**config.mk**
```make
export PLATFORM = sky130hd
export DESIGN_NAME = ogfq_ctrl
export DESIGN_NICKNAME = d
export VERILOG_FILES = /design/src/sv/ogfq_pkg.sv /design/src/sv/ogfq_ctrl.sv
export SDC_FILE = /design/constraint.sdc
export NUM_CORES = 1
export LEC_CHECK = 0
export BUFFER_PORTS_ARGS = -buffer_cell sky130_fd_sc_hd__buf_2
export CORE_AREA = 2 2 39 41
export DETAILED_ROUTE_END_ITERATION = 10
export DIE_AREA = 0 0 41 43
export PLACE_DENSITY = 0.74
export SLEW_MARGIN = 20
export SYNTH_ARGS = -nofsm -noshare
export SYNTH_HDL_FRONTEND = slang
export SYNTH_SLANG_ARGS = --single-unit
```
**constraint.sdc**
```tcl
create_clock -name clock -period 3.1 [get_ports clock]
set_input_delay 0.155 -clock clock [delete_from_list [all_inputs] [get_ports clock]]
set_output_delay 0.155 -clock clock [all_outputs]
set_load 0.01 [all_outputs]
```
**src/sv/ogfq_pkg.sv**
```systemverilog
// ----------------------------------------------------------------------------
// ogfq_pkg
// Shared constants and command/status types for the gap fit query unit.
// ----------------------------------------------------------------------------
package ogfq_pkg;
   localparam int MAX_POS = 1024;
   localparam int PW      = 11;
   localparam int AW      = 10;

   localparam logic FUNC_PLACE = 1'b0;
   localparam logic FUNC_ASK   = 1'b1;

   typedef struct packed {
      logic          clear_start;
      logic          place_start;
      logic          ask_start;
      logic [PW-1:0] position;
      logic [PW-1:0] block_size;
   } cmd_type;

   typedef struct packed {
      logic busy;
      logic done;
      logic has_result;
      logic fits;
   } status_type;
endpackage

```
**src/sv/ogfq_ctrl.sv**
```systemverilog
// ----------------------------------------------------------------------------
// ogfq_ctrl
// Handshake controller: issues one command per transfer, holds the result.
// ----------------------------------------------------------------------------
module ogfq_ctrl (
   input  logic                 clock,
   input  logic                 reset,
   input  logic                 req_valid,
   output logic                 req_ready,
   input  logic                 req_func,
   input  logic [10:0]          req_position,
   input  logic [10:0]          req_block_size,
   output logic                 rsp_valid,
   input  logic                 rsp_ready,
   output logic                 rsp_fits,
   output ogfq_pkg::cmd_type    cmd,
   input  ogfq_pkg::status_type status
);
   localparam logic [1:0] C_IDLE = 2'd0;
   localparam logic [1:0] C_WAIT = 2'd1;

   logic [1:0] state_ff;
   logic       rv_ff, rf_ff, go;

   assign req_ready = (state_ff == C_IDLE) && !status.busy && !rv_ff;
   assign go        = req_valid && req_ready;
   assign cmd.clear_start = 1'b0;
   assign cmd.place_start = go && (req_func == ogfq_pkg::FUNC_PLACE);
   assign cmd.ask_start   = go && (req_func == ogfq_pkg::FUNC_ASK);
   assign cmd.position    = req_position;
   assign cmd.block_size  = req_block_size;

   always_ff @(posedge clock) begin
      if (reset) begin
         state_ff <= C_IDLE;
         rv_ff    <= 1'b0;
      end else begin
         if (rv_ff && rsp_ready) rv_ff <= 1'b0;
         case (state_ff)
            C_IDLE: if (go) state_ff <= C_WAIT;
            C_WAIT: if (status.done) begin
               state_ff <= C_IDLE;
               if (status.has_result) begin
                  rv_ff <= 1'b1;
                  rf_ff <= status.fits;
               end
            end
            default: state_ff <= C_IDLE;
         endcase
      end
   end

   assign rsp_valid = rv_ff;
   assign rsp_fits  = rf_ff;

   a_no_overlap: assert property (@(posedge clock) disable iff (reset)
      go |=> state_ff == C_WAIT) else $error("command lost");
   a_rsp_hold: assert property (@(posedge clock) disable iff (reset)
      rsp_valid && !rsp_ready |=> rsp_valid && $stable(rsp_fits))
      else $error("result dropped");
   a_one_item: assert property (@(posedge clock) disable iff (reset)
      req_ready |-> !rsp_valid) else $error("accept with result pending");
endmodule

```
# --- Word level (Yosys, flattened, before mapping) ---
# Cells that the tools add are included.
totals:
  input_bits: 31
  rom_bits: 0
  mem_bits_rw: 0
  regBits: 4
  output_inout_bits: 28
  mem_count: 0
  latch_bits: 0
  word_cells: 26
op_classes:
  n_mul: 0
  n_div: 0
  n_shift: 0
  n_eq_ne: 3
  n_reduce_logical: 11
  add_sub_neg: 0
  order_cmp: 0
  mux: 7
  bitwise: 2
op_table:
  columns: ["op", "count"]
  rows:
  - ["$logic_and 1x1->1", 6]
  - ["$mux 1", 4]
  - ["$mux 2", 2]
  - ["$ne 2x2->1 const B", 2]
  - ["$pmux 2 s2", 1]
  - ["$reduce_and 4->1", 1]
  - ["$eq 2x1->1 const B", 1]
  - ["$logic_not 1->1", 2]
  - ["$logic_not 2->1", 1]
  - ["$not 1->1", 2]
  - ["$reduce_and 2->1", 1]

# --- Depth between registers and ports, before layout ---
# Gate-level depths: netlist of the first run.
depth:
  word_depth: 6
  mapped_depth: 2
  ltp_nobuf: 2

# --- Worst setup path before layout of the first run ---
# No wires, ideal clock.
synth_path:
  path_type: "register to output"
  from: "reg rv_ff (netlist: rsp_valid)"
  to: "out cmd[23] in the netlist's numbering"
  n_path_buf: 0
  required_time_ns: 2.945
  arrival_ns: 1.044
  slack_ns: 1.901
  path_stages_with_launch: 3
  cell_sequence: "dfxtp_1 or4b_4 nor2_1"
synth_lines:
  columns: ["element", "line", "text"]
  rows:
  - ["start: declaration", "ogfq_ctrl.sv:23", "logic rv_ff, rf_ff, go;"]
  - ["start signal: assignment", "ogfq_ctrl.sv:36", "rv_ff <= 1'b0;"]
  - ["start signal: assignment", "ogfq_ctrl.sv:38", "if (rv_ff && rsp_ready) rv_ff <= 1'b0;"]
  - ["start signal: assignment", "ogfq_ctrl.sv:44", "rv_ff <= 1'b1;"]
  - ["end: declaration", "ogfq_ctrl.sv:16", "output ogfq_pkg::cmd_type cmd,"]

==> results of run 1 <==
flip-flops by register name, summed over array words and instances (netlist names):
| signal | flops |
|---|---|
| rsp_fits | 1 |
| state_ff | 1 |
| rsp_valid | 1 |
layer usage:
layer	track usage, %	up-vias	part of all wire, %
li1	-	81	-
met1	1.28	88	31
met2	6.88	14	51
met3	0.524	0	17
met4	8.67	0	0
met5	0	-	0
final cells by class:
class / count / share of cell area [%]
multi-input combinational: 11 / 27.5
timing repair buffer: 13 / 26.0
clock buffer: 4 / 10.5
sequential: 3 / 28.0
tap: 16 / 8.00
worst paths after layout:
kind	start	to	slack, ns	cells past startpoint
max reg2reg	state_ff[0]	state_ff[0]	2.05	2
min reg2reg	rsp_valid	rsp_valid	0.50	2
max	state_ff[0]	cmd[23]	1.63	3
min	status[0]	rsp_fits	0.10	1
power by group through the flow:
stage	sequential, mW	clock (mW)	combinational (mW)
floorplan	0.0434	0	0.0364
global placement	0.0433	0	0.0147
detailed placement	0.0434	0	0.0148
CTS	0.0428	0.0716	0.0149
global route	0.0428	0.0723	0.0164
finish	0.0428	0.0667	0.0147
critical path, delay by kind of cell (launching register included):
| family | cells | cell delay, ns |
|---|---|---|
| buffers and inverters | 1 | 0.13 |
| and+or+nand+nor | 2 | 0.63 |
| DFF | 1 | 0.32 |
synthesized netlist by cell type, drive strengths merged:
library cell   n  area (sq um)
buf           23           173
dfxtp          2          40.0
nor2           2          7.51
a21oi          2          13.8
and3           1          6.26
conb           1          3.75
nor3           1          5.00
or2b           1          7.51
nand3          1          5.00
nand2b         1          6.26
or4b           1          13.8
edfxtp         1          30.0
cells by family after synthesis:
kind of cell	after synthesis	share of synthesized area [%]
DFF	3	22.5
and+or+nand+nor	8	16.5
AOI/OAI and AO/OA	2	4.42
buffers and inverters	23	55.4
other	1	1.20
through the flow:
| step | worst slack [ns] | util (%) |
|---|---|---|
| 6_report | 1.63 | 18.1 |
| 5_1_grt | 1.59 | 18.1 |
| 4_1_cts | 1.62 | 18.1 |
| 3_5_place_dp | 1.87 | 16.2 |
| 3_3_place_gp | 1.89 | 16.2 |
| 2_1_floorplan | 1.90 | - |
==> impl_metrics.env, run 1 <==
export IMPL_wl_per_cell_um=9.02
export IMPL_clk_latency_ns=0.23
export IMPL_num_rows=14
export IMPL_die_h_um=43
export IMPL_finalMaxSlewViolations=0
export IMPL_path_cells="or4b_4 > nor2_1 > buf_2"
export IMPL_cts_resized=0
export IMPL_area_delta_synth_final_pct=-19.7
export IMPL_hp_class="input port to register"
export IMPL_io_buffers=13
export IMPL_ios=59
export IMPL_power_mw=0.124
export IMPL_avgSynthCellArea_sq_um=8.42
export IMPL_clockPowerShare_pct=53.7
export IMPL_via_per_inst=3.89
export IMPL_setup_viol=0
export IMPL_cts_hold_buffers_added=0
export IMPL_setup_tns_ns=0
export IMPL_cp_required_ns=2.94
export IMPL_critPathLaunchType="register"
export IMPL_clk_pin_slew_ns=0.04
export IMPL_core_area_sq_um=1380
export IMPL_clock_skew_ns=0.000426
export IMPL_cts_tree="yes"
export IMPL_cts_sinks=3
export IMPL_n_antenna_cell=0
export IMPL_hpwlAfterDp_um=342
export IMPL_fmax_mhz=681
export IMPL_dieWidth_um=41
export IMPL_final_fill_count=165
export IMPL_initial_core_util_pct=22.5
export IMPL_grt_pass1_wl_um=434
export IMPL_critPathCaptureType="output pin"
export IMPL_ys_warn_count=0
export IMPL_dieArea_sq_um=1760
export IMPL_ys_types=13
export IMPL_route_detailed_drc=0
export IMPL_fin_cells=47
export IMPL_drtAntennaViolNets=0
export IMPL_dr_pass1_iters=1
export IMPL_grt_pass1_vias=165
export IMPL_cpPeakStageDelay_ns=0.54
export IMPL_rsz0062_at_grt="no"
export IMPL_drt_iter0_markers=0
export IMPL_powerDensity_nw_per_um2=497
export IMPL_dpl_cell_area_sq_um=224
export IMPL_combPwrFrac_pct=11.8
export IMPL_post_route_period_util_pct=47.4
export IMPL_cts_buffer_depth=2
export IMPL_grt_ovfl_total=0
export IMPL_clockRootBuffer="clkbuf_4"
export IMPL_synthCells=37
export IMPL_place_gp_congestion=0.418
export IMPL_layout_cells_most_common="buf_2"
export IMPL_ys_seq_area_share_pct=22.5
export IMPL_design_area_sq_um=250
export IMPL_worstPathMaxFanout=4
export IMPL_regArea_sq_um=70.1
export IMPL_fin_crit_ns=1.47
export IMPL_grt_max_degree=5
export IMPL_worst_hold_slack_ns=0.103
export IMPL_finish_net_count=63
export IMPL_wl_um=424
export IMPL_grt_use_total_pct=4.01
export IMPL_worst_path_max_delay_cell="or4b_4"
export IMPL_hold_viol=0
export IMPL_crit_arrival_ns=1.31
export IMPL_outcome="finished clean"
export IMPL_cellLeakagePower_nw=0.122
export IMPL_antenna_found_initial=0
export IMPL_swShare_pct=20.9
export IMPL_yosys_register_bits=3
export IMPL_crit_type="register to output pin"
export IMPL_ir_drop_mv=0.0558
export IMPL_h_tree_depth=1
export IMPL_switchingPower_mw=0.0260
export IMPL_synth_area_sq_um=312
export IMPL_layout_common_cells="13 x buf_2, 3 x clkbuf_4, 2 x nor2_1, 2 x dfxtp_1"
export IMPL_multi_input_area_sq_um=68.8
export IMPL_cts_buffers=3
export IMPL_final_layout_size_suffix_gt1_share_pct=58.1
export IMPL_internal_power_mw=0.0982
export IMPL_vias=183
export IMPL_synth_net_count=68
export IMPL_max_cap_violations=0
export IMPL_post_cts_buffers=0
export IMPL_dp_cells=43
export IMPL_seqPwrFrac_pct=34.5
Note: power is estimated with default switching activity, not from simulation.
==> inputs of run 2 (changes only) <==
--- a/config.mk
+++ b/config.mk
@@ -6,10 +6,10 @@
 export NUM_CORES = 1
 export LEC_CHECK = 0
 export BUFFER_PORTS_ARGS = -buffer_cell sky130_fd_sc_hd__buf_2
-export CORE_AREA = 2 2 39 41
+export CORE_MARGIN = 2
+export CORE_UTILIZATION = 24
 export DETAILED_ROUTE_END_ITERATION = 10
-export DIE_AREA = 0 0 41 43
-export PLACE_DENSITY = 0.74
+export PLACE_DENSITY = 0.76
 export SLEW_MARGIN = 20
 export SYNTH_ARGS = -nofsm -noshare
 export SYNTH_HDL_FRONTEND = slang
==> constraint.sdc (replaced) <==
create_clock -name clock -period 1.5 [get_ports clock]
set_input_delay 0.075 -clock clock [delete_from_list [all_inputs] [get_ports clock]]
set_output_delay 0.075 -clock clock [all_outputs]
set_load 0.01 [all_outputs]
==> impl_metrics.env, run 2 (same netlist as run 1, synthesis figures left out) <==
export IMPL_ios=59
export IMPL_initial_core_util_pct=26.9
export IMPL_post_route_period_util_pct=93.6
export IMPL_holdPathStages=1
export IMPL_worstPathMaxFanout=4
export IMPL_ir_drop_mv=0.548
export IMPL_worst_path_max_delay_cell="or4b_4"
export IMPL_cts_buffers=3
export IMPL_wl_per_cell_um=10.6
export IMPL_via_per_inst=4.36
export IMPL_post_cts_buffers=0
export IMPL_dr_pass1_iters=2
export IMPL_setup_tns_ns=0
export IMPL_grt_ovfl_total=0
export IMPL_antenna_found_initial=0
export IMPL_cp_required_ns=1.42
export IMPL_path_cells="or4b_4 > nor2_1 > buf_2"
export IMPL_n_antenna_cell=0
export IMPL_finish_net_count=63
export IMPL_final_layout_size_suffix_gt1_share_pct=58.1
export IMPL_clock_skew_ns=0.00406
export IMPL_route_detailed_drc=0
export IMPL_grt_use_total_pct=7.34
export IMPL_io_buffers=13
export IMPL_grt_pass1_wl_um=724
export IMPL_cts_sinks=3
export IMPL_fmax_mhz=712
export IMPL_setup_viol=0
export IMPL_grt_pass1_vias=204
export IMPL_critPathLaunchType="register"
export IMPL_max_cap_violations=0
export IMPL_area_delta_synth_final_pct=-20.5
export IMPL_vias=196
export IMPL_outcome="finished clean"
export IMPL_min_from="status[0]"
export IMPL_num_rows=12
export IMPL_layout_common_cells="13 x buf_2, 3 x clkbuf_4, 2 x nor2_1, 2 x dfxtp_1"
export IMPL_clk_pin_slew_ns=0.04
export IMPL_layout_cells_most_common="buf_2"
export IMPL_rsz0062_at_grt="no"
export IMPL_fin_crit_ns=1.40
export IMPL_drt_iter0_markers=2
export IMPL_cts_resized=0
export IMPL_hpwlAfterDp_um=351
export IMPL_cellLeakagePower_nw=0.122
export IMPL_core_area_sq_um=1160
export IMPL_wl_um=475
export IMPL_crit_type="register to output pin"
export IMPL_setup_ws_ns=0.0961
export IMPL_critPathCaptureType="output pin"
export IMPL_grt_max_degree=5
export IMPL_h_tree_depth=1
export IMPL_crit_arrival_ns=1.33
export IMPL_dpl_worst_slack_ns=0.321
export IMPL_place_gp_congestion=0.653
export IMPL_cts_hold_buffers_added=0
export IMPL_met2_usage_pct=10.9
export IMPL_reg2reg_from="state_ff[0]"
export IMPL_hold_viol=0
export IMPL_drtAntennaViolNets=0
export IMPL_cts_tree="yes"
export IMPL_powerDensity_nw_per_um2=1050
export IMPL_r2r_slack_ns=0.44
export IMPL_dieWidth_um=40.0
export IMPL_cpPeakStageDelay_ns=0.55
export IMPL_cts_buffer_depth=2
export IMPL_die_h_um=40.0
export IMPL_r2r_cells=2
export IMPL_worst_hold_path_endpoint="rsp_fits"
export IMPL_finalMaxSlewViolations=0
export IMPL_grtUsageMet3_pct=7.22
export IMPL_busiest_layer="met2"
export IMPL_clk_latency_ns=0.23
export IMPL_hp_class="input port to register"
export IMPL_clockRootBuffer="clkbuf_4"
export IMPL_dieArea_sq_um=1600
export IMPL_rr_endpoint="state_ff[0]"
export IMPL_use_met1_pct=5.26
[run 2: cell counts in the layout (fill, tap and decap cells not counted)]
Identical to the previous run, type by type.
[run 2: report_power, final]
group | total [mW] | internal (mW) | switching (mW)
logic | 0.0309 | 0.0168 | 0.0141
registers | 0.0887 | 0.0868 | 0.00184
clock network | 0.140 | 0.0996 | 0.0408
[run 2: per-layer routing]
metal / part of all wire, % / vias up
met3: 20 / 4
met1: 32 / 88
li1: - / 82
met5: 0 / -
met4: 2.5 / 0
met2: 45 / 22
[run 2: area by class of cell]
cell class	instances	area, sq um
fill	122	908
multi-input combinational	11	68.8
timing repair buffer	13	65.1
tap	14	17.5
clock buffer	4	26.3
sequential	3	70.1
[run 2: critical path: cells and delay by family (launching register included)]
family	cells	cell delay (ns)
buffers and inverters	1	0.13
DFF	1	0.32
and+or+nand+nor	2	0.65
[run 2: through the flow]
step | area, sq um | hold slack [ns] | power (mW) | util (%) | std cells
floorplan | 312 | 0.137 | 0.165 | - | 37
global placement | 221 | 0.150 | 0.120 | 19.2 | 41
detailed placement | 221 | 0.150 | 0.120 | 19.2 | 41
CTS | 248 | 0.00798 | 0.267 | 21.4 | 45
global route | 248 | 0.0127 | 0.282 | 21.4 | 45
finish | 248 | 0.0180 | 0.260 | 21.4 | 45
[run 2: how the worst max path moves through the flow]
stage / start / endpoint / slack [ns] / depth (start not counted)
5_1_grt: state_ff[0] / cmd[23] / 0.02 / 3
2_1_floorplan: rsp_valid / cmd[23] / 0.38 / 2
4_1_cts: state_ff[0] / cmd[23] / 0.07 / 3
6_report: state_ff[0] / cmd[23] / 0.1 / 3
3_5_place_dp: state_ff[0] / cmd[23] / 0.32 / 3
3_3_place_gp: state_ff[0] / cmd[23] / 0.35 / 3
==> inputs of run 3 (changes only) <==
--- a/config.mk
+++ b/config.mk
@@ -9,6 +9,8 @@
 export CORE_MARGIN = 2
 export CORE_UTILIZATION = 24
 export DETAILED_ROUTE_END_ITERATION = 10
+export GPL_TIMING_DRIVEN = 0
+export MAX_ROUTING_LAYER = met4
 export PLACE_DENSITY = 0.76
 export SLEW_MARGIN = 20
 export SYNTH_ARGS = -nofsm -noshare
==> impl_metrics.env, run 3 (same netlist as run 1, synthesis figures left out) <==
export IMPL_wl_per_cell_um=8.50
export IMPL_r2r_cells=2
export IMPL_reg2reg_from="state_ff[0]"
export IMPL_path_cells="or4b_4 > nor2_1 > buf_2"
export IMPL_switchingPower_mw=0.0890
export IMPL_finalMaxSlewViolations=0
export IMPL_die_h_um=40.0
export IMPL_clockRootBuffer="clkbuf_4"
export IMPL_ir_drop_mv=0.270
export IMPL_antenna_found_initial=0
export IMPL_n_antenna_cell=0
export IMPL_dieArea_sq_um=1600
export IMPL_via_per_inst=3.77
export IMPL_clockPowerShare_pct=40.5
export IMPL_finish_net_count=108
export IMPL_combPwrFrac_pct=34.1
export IMPL_final_fill_count=128
export IMPL_core_area_sq_um=1160
export IMPL_dieWidth_um=40.0
export IMPL_outcome="finished clean"
export IMPL_fin_crit_ns=1.40
export IMPL_grt_use_total_pct=9.18
export IMPL_grt_max_degree=5
export IMPL_io_buffers=35
export IMPL_post_cts_buffers=0
export IMPL_cpPeakStageDelay_ns=0.55
export IMPL_crit_type="register to output pin"
export IMPL_clk_latency_ns=0.23
export IMPL_grt_pass1_wl_um=883
export IMPL_ios=59
export IMPL_dpl_cell_area_sq_um=504
export IMPL_crit_arrival_ns=1.32
export IMPL_critPathCaptureType="output pin"
export IMPL_cts_resized=0
export IMPL_clock_skew_ns=0.00133
export IMPL_dr_pass1_iters=1
export IMPL_wl_um=765
export IMPL_route_detailed_drc=0
export IMPL_critPathLaunchType="register"
export IMPL_cp_startpoint="state_ff[0]"
export IMPL_grt_pass1_vias=254
export IMPL_cts_hold_buffers_added=0
export IMPL_path_buf_inv=1
export IMPL_initial_core_util_pct=26.9
export IMPL_cellLeakagePower_nw=0.320
export IMPL_swShare_pct=25.5
export IMPL_clk_pin_slew_ns=0.04
export IMPL_cts_tree="yes"
export IMPL_cp_required_ns=1.42
export IMPL_cp_depth=3
export IMPL_post_route_period_util_pct=93.2
export IMPL_worstPathMaxFanout=4
export IMPL_cts_buffer_depth=2
export IMPL_max_cap_violations=0
export IMPL_design_area_sq_um=531
export IMPL_num_rows=12
export IMPL_seqPwrFrac_pct=25.4
export IMPL_power_mw=0.349
export IMPL_internal_power_mw=0.260
export IMPL_critPathTopFamily="simple AND/OR/NAND/NOR gates"
export IMPL_place_gp_congestion=0.626
export IMPL_drtAntennaViolNets=0
export IMPL_setup_tns_ns=0
export IMPL_layout_cells_most_common="buf_2"
export IMPL_hp_class="input port to register"
export IMPL_setup_viol=0
export IMPL_drt_iter0_markers=0
export IMPL_hold_viol=0
export IMPL_worst_path_max_delay_cell="or4b_4"
export IMPL_rsz0062_at_grt="no"
export IMPL_r2r_slack_ns=0.45
export IMPL_final_core_util_pct=45.9
export IMPL_fmax_mhz=715
export IMPL_grt_ovfl_total=0
export IMPL_cts_sinks=3
export IMPL_final_layout_size_suffix_gt1_share_pct=82.9
export IMPL_cts_buffers=3
export IMPL_critPathCapture="cmd[23]"
export IMPL_area_delta_synth_final_pct=70.3
export IMPL_rr_endpoint="state_ff[0]"
export IMPL_h_tree_depth=1
export IMPL_layout_common_cells="35 x buf_2, 23 x buf_4, 3 x clkbuf_4"
export IMPL_powerDensity_nw_per_um2=659
export IMPL_vias=339
## run 3: cell types whose count changed in the layout (fill, tap and decap cells not counted), sizes merged
cell  delta
buf     +45
## run 3: worst min path at each step
stage,from,to,slack [ns],cells past startpoint
6_report,status[0],rsp_fits,0.02,1
5_1_grt,status[0],rsp_fits,0.01,1
4_1_cts,status[0],rsp_fits,0.01,1
3_5_place_dp,status[0],rsp_fits,0.25,1
3_3_place_gp,status[0],rsp_fits,0.25,1
2_1_floorplan,reset,state_ff[0],0.14,1
## run 3: cell type report
cell class / instances / area [sq um] / share of cell area, %
tap: 14 / 17.5 / 3.30
multi-input combinational: 11 / 68.8 / 13.0
buffer: 23 / 173 / 32.5
timing repair buffer: 35 / 175 / 33.0
sequential: 3 / 70.1 / 13.2
clock buffer: 4 / 26.3 / 4.95
## run 3: power groups by stage
stage	registers (mW)	logic (mW)	clock network, mW
after global placement	0.0899	0.119	0
after global routing	0.0889	0.130	0.159
after floorplan	0.0898	0.0753	0
after detailed placement	0.0899	0.121	0
after CTS	0.0887	0.121	0.149
final	0.0886	0.119	0.142
## run 3: routing by layer
metal | GRT usage (%) | part of all wire [%] | vias up
li1 | - | - | 173
met1 | 8.50 | 30 | 144
met2 | 13.7 | 61 | 22
met3 | 5.00 | 8.9 | 0
met4 | 7.76 | 0 | 0
met5 | - | 0 | -
## run 3: stage by stage
stage	setup slack (ns)	cells	hold slack (ns)
after floorplan	0.381	37	0.137
after global placement	0.338	86	0.254
after detailed placement	0.347	86	0.253
after CTS	0.0846	90	0.0108
after global routing	0.0388	90	0.0107
final	0.102	90	0.0237
